===== src/rtl/poblend_pkg.sv =====
// Shared types, constants and arithmetic helpers for the premultiplied overlay blend.
package poblend_pkg;

    localparam logic [1:0] FMT_YUY2 = 2'd0;
    localparam logic [1:0] FMT_NV12 = 2'd1;
    localparam logic [1:0] FMT_BGRA = 2'd2;

    localparam logic REG_PIXEL_FORMAT   = 1'b0;
    localparam logic REG_FOUR_BYTE      = 1'b1;

    localparam int RECIP_SHIFT = 28;
    localparam logic [18:0] RECIP_1000 = 19'd268436;

    localparam logic [7:0] LEVEL_LUMA   = 8'd16;
    localparam logic [7:0] LEVEL_CHROMA = 8'd128;
    localparam logic [7:0] LEVEL_BGRA   = 8'd0;
    localparam logic [15:0] ROUND_BIAS  = 16'd127;

    localparam logic [3:0] MASK_A     = 4'b0001;
    localparam logic [3:0] MASK_BC    = 4'b0110;
    localparam logic [3:0] MASK_ABC   = 4'b0111;
    localparam logic [3:0] MASK_ALPHA = 4'b1000;
    localparam logic [3:0] MASK_NONE  = 4'b0000;

    typedef struct packed {
        logic [1:0] pixel_format;
        logic       four_byte_pixel;
    } t_cfg;

    typedef struct packed {
        logic [7:0] ov_blue;
        logic [7:0] ov_green;
        logic [7:0] ov_red;
        logic [7:0] ov_alpha;
        logic [7:0] frame_byte_a;
        logic [7:0] frame_byte_b;
        logic [7:0] frame_byte_c;
        logic       column_even;
        logic       row_even;
    } t_item;

    typedef struct packed {
        logic [7:0] new_byte_a;
        logic [7:0] new_byte_b;
        logic [7:0] new_byte_c;
        logic [3:0] write_mask;
    } t_result;

    // Low byte of an unsigned value below 2^18 divided by 1000, by reciprocal multiply.
    function automatic logic [7:0] div1000_lo(input logic [17:0] mag);
        logic [36:0] prod;
        logic [8:0]  quot;
        prod = {19'd0, mag} * {18'd0, RECIP_1000};
        quot = prod[RECIP_SHIFT +: 9];
        return quot[7:0];
    endfunction

    // Low byte of a signed value divided by 1000, truncating toward zero.
    function automatic logic [7:0] sdiv1000_lo(input logic signed [18:0] val);
        logic [18:0] mag_full;
        logic [7:0]  q;
        mag_full = val[18] ? (~val + 19'd1) : val;
        q = div1000_lo(mag_full[17:0]);
        return val[18] ? (~q + 8'd1) : q;
    endfunction

    // Rounded blend of a frame byte toward a level, weighted by alpha.
    function automatic logic [7:0] toward(input logic [7:0] level, input logic [7:0] alpha,
                                          input logic [7:0] frame);
        logic [15:0] sum;
        sum = {8'd0, level} * {8'd0, alpha}
            + {8'd0, frame} * {8'd0, 8'd255 - alpha}
            + ROUND_BIAS;
        return sum[15:8];
    endfunction

endpackage


===== src/rtl/poblend_cfg.sv =====
// Configuration registers for pixel format and pixel size.
module poblend_cfg (
    input  logic                i_clk,
    input  logic                i_rst_n,
    input  logic                i_cfg_we,
    input  logic                i_cfg_index,
    input  logic [1:0]          i_cfg_data,
    output poblend_pkg::t_cfg   o_cfg
);

    poblend_pkg::t_cfg r_cfg;
    poblend_pkg::t_cfg n_cfg;

    always_comb begin
        n_cfg = r_cfg;
        if (i_cfg_we) begin
            unique case (i_cfg_index)
                poblend_pkg::REG_PIXEL_FORMAT: n_cfg.pixel_format    = i_cfg_data;
                poblend_pkg::REG_FOUR_BYTE:    n_cfg.four_byte_pixel = i_cfg_data[0];
                default:                       n_cfg = r_cfg;
            endcase
        end
    end

    always_ff @(posedge i_clk) begin
        if (!i_rst_n) begin
            r_cfg.pixel_format    <= poblend_pkg::FMT_YUY2;
            r_cfg.four_byte_pixel <= 1'b1;
        end else begin
            r_cfg <= n_cfg;
        end
    end

    assign o_cfg = r_cfg;

endmodule


===== src/rtl/poblend_math.sv =====
// Blend datapath: color conversion, alpha blend and write mask for one pixel.
module poblend_math (
    input  poblend_pkg::t_item   i_item,
    input  poblend_pkg::t_cfg    i_cfg,
    output poblend_pkg::t_result o_result
);

    logic [17:0]        y_sum;
    logic signed [18:0] u_sum;
    logic signed [18:0] v_sum;
    logic [7:0]         y_off;
    logic [7:0]         u_off;
    logic [7:0]         v_off;
    logic               is_yuv;
    logic               chroma_en;

    always_comb begin
        y_sum = 18'd183 * {10'd0, i_item.ov_red}
              + 18'd614 * {10'd0, i_item.ov_green}
              + 18'd62  * {10'd0, i_item.ov_blue};
        u_sum = 19'sd439 * $signed({11'd0, i_item.ov_blue})
              - 19'sd101 * $signed({11'd0, i_item.ov_red})
              - 19'sd339 * $signed({11'd0, i_item.ov_green});
        v_sum = 19'sd439 * $signed({11'd0, i_item.ov_red})
              - 19'sd399 * $signed({11'd0, i_item.ov_green})
              - 19'sd40  * $signed({11'd0, i_item.ov_blue});
        y_off = poblend_pkg::div1000_lo(y_sum);
        u_off = poblend_pkg::sdiv1000_lo(u_sum);
        v_off = poblend_pkg::sdiv1000_lo(v_sum);

        is_yuv    = (i_cfg.pixel_format == poblend_pkg::FMT_YUY2) ||
                    (i_cfg.pixel_format == poblend_pkg::FMT_NV12);
        chroma_en = i_item.column_even &&
                    ((i_cfg.pixel_format == poblend_pkg::FMT_YUY2) || i_item.row_even);

        o_result.new_byte_a = i_item.frame_byte_a;
        o_result.new_byte_b = i_item.frame_byte_b;
        o_result.new_byte_c = i_item.frame_byte_c;
        o_result.write_mask = poblend_pkg::MASK_NONE;

        if (i_item.ov_alpha != 8'd0) begin
            if (is_yuv) begin
                o_result.new_byte_a = y_off + poblend_pkg::toward(poblend_pkg::LEVEL_LUMA,
                                      i_item.ov_alpha, i_item.frame_byte_a);
                o_result.write_mask = poblend_pkg::MASK_A;
                if (chroma_en) begin
                    o_result.new_byte_b = u_off + poblend_pkg::toward(
                        poblend_pkg::LEVEL_CHROMA, i_item.ov_alpha, i_item.frame_byte_b);
                    o_result.new_byte_c = v_off + poblend_pkg::toward(
                        poblend_pkg::LEVEL_CHROMA, i_item.ov_alpha, i_item.frame_byte_c);
                    o_result.write_mask = poblend_pkg::MASK_A | poblend_pkg::MASK_BC;
                end
            end else if (i_cfg.pixel_format == poblend_pkg::FMT_BGRA) begin
                o_result.new_byte_a = i_item.ov_blue + poblend_pkg::toward(
                    poblend_pkg::LEVEL_BGRA, i_item.ov_alpha, i_item.frame_byte_a);
                o_result.new_byte_b = i_item.ov_green + poblend_pkg::toward(
                    poblend_pkg::LEVEL_BGRA, i_item.ov_alpha, i_item.frame_byte_b);
                o_result.new_byte_c = i_item.ov_red + poblend_pkg::toward(
                    poblend_pkg::LEVEL_BGRA, i_item.ov_alpha, i_item.frame_byte_c);
                o_result.write_mask = i_cfg.four_byte_pixel
                                    ? (poblend_pkg::MASK_ABC | poblend_pkg::MASK_ALPHA)
                                    : poblend_pkg::MASK_ABC;
            end
        end
    end

endmodule


===== src/rtl/premultiplied_overlay_blend_yuv_bgra.sv =====
// Top level of the premultiplied overlay blend with input and result registers.
//
// Usage: each input transaction carries one premultiplied BGRA overlay pixel,
// the three frame bytes it covers and the pixel's column and row parity. Each
// one yields exactly one result transaction with the new frame bytes and a
// four-bit write mask. Both channels use valid and stall; a transaction
// completes at a clock edge with valid high and stall low.
// An input transaction is captured in the input register; the blend logic then
// feeds the result register, from which the result transaction is taken.
// Throughput is one transaction per cycle while the receiver does not stall;
// the rate is set by the single blend stage between the two registers.
// When the receiver stalls, the result register holds its data and the input
// register keeps taking a transaction until it is full, so one pixel waits in
// each register. Stall toward the sender rises only when both are full.
// Configuration is written through i_cfg_we, i_cfg_index and i_cfg_data while
// no transaction is in flight. A synchronous active-low reset empties both
// registers and sets the format to YUY2 with four-byte pixels.
module premultiplied_overlay_blend_yuv_bgra (
    input  logic       i_clk,
    input  logic       i_rst_n,
    input  logic       i_cfg_we,
    input  logic       i_cfg_index,
    input  logic [1:0] i_cfg_data,
    input  logic       i_in_valid,
    output logic       o_in_stall,
    input  logic [7:0] i_ov_blue,
    input  logic [7:0] i_ov_green,
    input  logic [7:0] i_ov_red,
    input  logic [7:0] i_ov_alpha,
    input  logic [7:0] i_frame_byte_a,
    input  logic [7:0] i_frame_byte_b,
    input  logic [7:0] i_frame_byte_c,
    input  logic       i_column_even,
    input  logic       i_row_even,
    output logic       o_out_valid,
    input  logic       i_out_stall,
    output logic [7:0] o_new_byte_a,
    output logic [7:0] o_new_byte_b,
    output logic [7:0] o_new_byte_c,
    output logic [3:0] o_write_mask
);

    poblend_pkg::t_cfg    cfg;
    poblend_pkg::t_item   r_item;
    poblend_pkg::t_result blend_result;
    poblend_pkg::t_result r_result;
    logic                 r_item_valid;
    logic                 r_result_valid;
    logic                 result_load;
    logic                 item_load;

    poblend_cfg u_cfg (
        .i_clk       (i_clk),
        .i_rst_n     (i_rst_n),
        .i_cfg_we    (i_cfg_we),
        .i_cfg_index (i_cfg_index),
        .i_cfg_data  (i_cfg_data),
        .o_cfg       (cfg)
    );

    poblend_math u_math (
        .i_item   (r_item),
        .i_cfg    (cfg),
        .o_result (blend_result)
    );

    assign result_load = !r_result_valid || !i_out_stall;
    assign item_load   = !r_item_valid || result_load;
    assign o_in_stall  = !item_load;

    always_ff @(posedge i_clk) begin
        if (!i_rst_n) begin
            r_item_valid   <= 1'b0;
            r_result_valid <= 1'b0;
        end else begin
            if (item_load) begin
                r_item_valid <= i_in_valid;
            end
            if (result_load) begin
                r_result_valid <= r_item_valid;
            end
        end
    end

    always_ff @(posedge i_clk) begin
        if (item_load && i_in_valid) begin
            r_item.ov_blue      <= i_ov_blue;
            r_item.ov_green     <= i_ov_green;
            r_item.ov_red       <= i_ov_red;
            r_item.ov_alpha     <= i_ov_alpha;
            r_item.frame_byte_a <= i_frame_byte_a;
            r_item.frame_byte_b <= i_frame_byte_b;
            r_item.frame_byte_c <= i_frame_byte_c;
            r_item.column_even  <= i_column_even;
            r_item.row_even     <= i_row_even;
        end
        if (result_load && r_item_valid) begin
            r_result <= blend_result;
        end
    end

    assign o_out_valid  = r_result_valid;
    assign o_new_byte_a = r_result.new_byte_a;
    assign o_new_byte_b = r_result.new_byte_b;
    assign o_new_byte_c = r_result.new_byte_c;
    assign o_write_mask = r_result.write_mask;

endmodule

===== config.mk =====
export PLATFORM = sky130hd
export DESIGN_NAME = premultiplied_overlay_blend_yuv_bgra
export DESIGN_NICKNAME = d
export VERILOG_FILES = /design/src/rtl/poblend_pkg.sv /design/src/rtl/poblend_cfg.sv /design/src/rtl/poblend_math.sv /design/src/rtl/premultiplied_overlay_blend_yuv_bgra.sv
export SDC_FILE = /design/constraint.sdc
export NUM_CORES = 2
export LEC_CHECK = 0
export BUFFER_PORTS_ARGS = -buffer_cell sky130_fd_sc_hd__buf_2
export CAP_MARGIN = 15
export CORE_ASPECT_RATIO = 0.6
export CORE_MARGIN = 1.5
export CORE_UTILIZATION = 50
export DETAILED_ROUTE_END_ITERATION = 8
export PLACE_DENSITY = 0.66
export SYNTH_ARGS = -nofsm -noshare
export SYNTH_HDL_FRONTEND = slang
export SYNTH_HIERARCHICAL = 1
export SYNTH_SLANG_ARGS = --single-unit

===== constraint.sdc =====
create_clock -name i_clk -period 40.1 [get_ports i_clk]
set_input_delay 4.01 -clock i_clk [delete_from_list [all_inputs] [get_ports i_clk]]
set_output_delay 4.01 -clock i_clk [all_outputs]
set_load 0.01 [all_outputs]

==> results.sh <==
export IMPL_seq_area_frac_synth_pct=7.02
export IMPL_syn_inst=4202
export IMPL_startpoint_type="flip-flop"
export IMPL_synthesis_nets=5658
export IMPL_whs_path_depth=2
export IMPL_final_hold_viol_count=0
export IMPL_overflow=0
export IMPL_outcome="complete, no violations"
export IMPL_crit_type="reg -> reg"
export IMPL_avgSynthCellArea_sq_um=9.09
export IMPL_cts_setup_buffers=0
export IMPL_timing_final_crit_share_pct=41.5
export IMPL_skew_ps=22.5
export IMPL_antenna_left=0
export IMPL_nets=5774
export IMPL_clkSinkCount=91
export IMPL_clock_latency_ps=400
export IMPL_fmax_ghz=0.0601
export IMPL_stdcell_area_sq_um=40500
export IMPL_cts_root_buf="clkbuf_16"
export IMPL_register_area_sq_um=2680
export IMPL_gp_congestion=0.996
export IMPL_slowest_delay_ps=740
export IMPL_synth_fa_ha_area_share_pct=54.3
export IMPL_wl_per_cell_um=19.7
export IMPL_num_rows=78
export IMPL_grt_pass1_vias=28700
export IMPL_async_flop_share_pct=0
export IMPL_yosysTopAreaCellShare_pct=30.9
export IMPL_synth_ff_type="edfxtp_1"
export IMPL_vias=29000
export IMPL_fillCellCount=6988
export IMPL_avgViaCountPerCell=5.45
export IMPL_yosysUniqueCellTypes=91
export IMPL_drv_cap=0
export IMPL_crit_fanout=28
export IMPL_yosys_area_top_type="ha_1"
export IMPL_cp_end_kind="flip-flop"
export IMPL_arrival_ps=16780
export IMPL_cpMaxStageDelayCell="xnor2_1"
export IMPL_drt_iter0_markers=2304
export IMPL_yosysMostFrequentCell="inv_1"
export IMPL_hold_class="reg -> reg"
export IMPL_synth_area_sq_um=38200
export IMPL_cts_max_level=3
export IMPL_synth_common_cells="953 x inv_1, 942 x ha_1, 448 x fa_1, 201 x a21oi_1, 198 x xnor2_1"
export IMPL_ys_ff_latch=91
export IMPL_antenna_found_initial=1
export IMPL_cts_buffer_depth=2
export IMPL_io_pins=96
export IMPL_critPathRequiredTime_ps=40250
export IMPL_synth_edf_count=86
export IMPL_post_route_drc_count=0
export IMPL_rsz0062_at_grt="no"
export IMPL_critical_path_most_common_cell="fa_1"
export IMPL_drt_first_pass_iters=5
export IMPL_synth_xor_area_share_pct=6.50
export IMPL_r2r_slack_ps=23460
export IMPL_core_area_sq_um=75500
export IMPL_post_synth_and_or_nand_nor_area_fraction_pct=10.5
export IMPL_fin_tns_setup_ps=0
export IMPL_layout_min_cycle_time_ps=16640
export IMPL_cts_resized=0
export IMPL_slew_headroom_pct=24.7
export IMPL_die_area_sq_um=78100
export IMPL_io_buffers=95
export IMPL_die_x_um=360
export IMPL_start_util_pct=50.6
export IMPL_place_area_sq_um=40200
export IMPL_wl_mm=105
export IMPL_worst_pin_slew_ps=1120
export IMPL_clkSlewWorstSetupHoldPaths_ps=90
export IMPL_ys_top_cells_by_area="ha_1 31%, fa_1 23%, inv_1 9.4%"
export IMPL_synth_compound_area_share_pct=11.5
export IMPL_setup_viol=0
export IMPL_dp_hpwl_mm=91.0
export IMPL_drive_above_1_share_pct=4.70
export IMPL_grt_pass1_wl_mm=166
export IMPL_dieHeight_um=217
export IMPL_synth_top_family_by_area="adder cells"
export IMPL_muxShareOfSynthArea_pct=0.301
export IMPL_cts_buffers_inserted=9
export IMPL_grt_max_degree=59
export IMPL_ff2ff_path_depth=61
export IMPL_hold_buffers=0
export IMPL_final_max_slew_violation_count=0
export IMPL_yosysWarnings=6
export IMPL_track_usage_pct=27.5
export IMPL_syn_to_final_growth_pct=6.01
export IMPL_multiInputGateArea_sq_um=31800
export IMPL_tritoncts="yes"
export IMPL_finish_utilization_pct=53.6
==> worst paths after layout <==
path	end	startpoint
min	u_cfg/o_cfg[0]	u_cfg/o_cfg[0]
max reg2reg	o_new_byte_b[7]	r_item[55]
min reg2reg	u_cfg/o_cfg[0]	u_cfg/o_cfg[0]
max	o_new_byte_b[7]	r_item[55]
==> cell usage in the layout, fill, tap and decap left out, drive strengths merged, types with 14 or more instances in the layout <==
cell type / Yosys / layout
a211oi: 21 / 21
a21o: 92 / 92
a21oi: 203 / 203
a31oi: 18 / 18
and2: 16 / 16
and3: 20 / 20
buf: 4 / 145
edfxtp: 86 / 86
fa: 448 / 448
ha: 942 / 942
inv: 953 / 957
nand2: 143 / 143
nand2b: 102 / 102
nand3: 49 / 49
nand4: 16 / 16
nor2: 157 / 157
nor2b: 132 / 132
nor3: 51 / 51
nor4: 14 / 14
o21a: 35 / 35
o21ai: 108 / 108
o21bai: 47 / 47
o22ai: 18 / 18
or3: 19 / 19
xnor2: 198 / 198
xor2: 83 / 83
==> critical path, delay by kind of cell (launching register included) <==
kind | cells | cell delay (ps)
buffers and inverters | 9 | 620
multiplexers | 2 | 620
flip-flops | 1 | 680
XOR/XNOR | 6 | 1540
AO/OA/AOI/OAI | 25 | 5330
adder cells (fa/ha/maj) | 17 | 7180
AND/OR/NAND/NOR | 2 | 420
==> per-stage QoR <==
step	worst slack [ps]	hold WS, ps	instances
floorplan	25420	455	4202
global placement	24100	483	5307
detailed placement	23700	484	5307
CTS	23670	505	5323
global route	22420	534	5323
finish	23460	509	5324
==> cells by family after synthesis <==
kind of cell / after synthesis
mux: 11
xor+xnor: 282
flops: 91
compound gates: 671
buf+inv: 994
fa+ha+maj: 1390
simple gates: 763
==> layout make-up <==
class,count,share of cell area [%]
tap,1000,3.09
sequential,91,6.62
inverter,954,8.84
timing repair buffer,145,2.10
multi-input combinational,3117,78.5
clock buffer,9,0.556
antenna,1,0.00618
clock inverter,7,0.263
==> sequential cells by signal, summed over array words and instances, names as in the netlist <==
name	count
o_out_valid	1
u_cfg/o_cfg	3
o_write_mask	4
o_new_byte_c	8
r_item	58
o_new_byte_a	8
r_item_valid	1
o_new_byte_b	8
==> per-layer routing <==
layer  global-route usage (%)  up-vias  wire length (um)
met4                     3.31        0              1140
met1                     45.3    13900             55300
li1                         -    14100                 -
met3                     8.45       48             11800
met2                     34.4      999             36400
met5                        0        -                 0
Power is not shown: default switching activity piles up to over one toggle a cycle in this logic, so the estimate is an artifact.
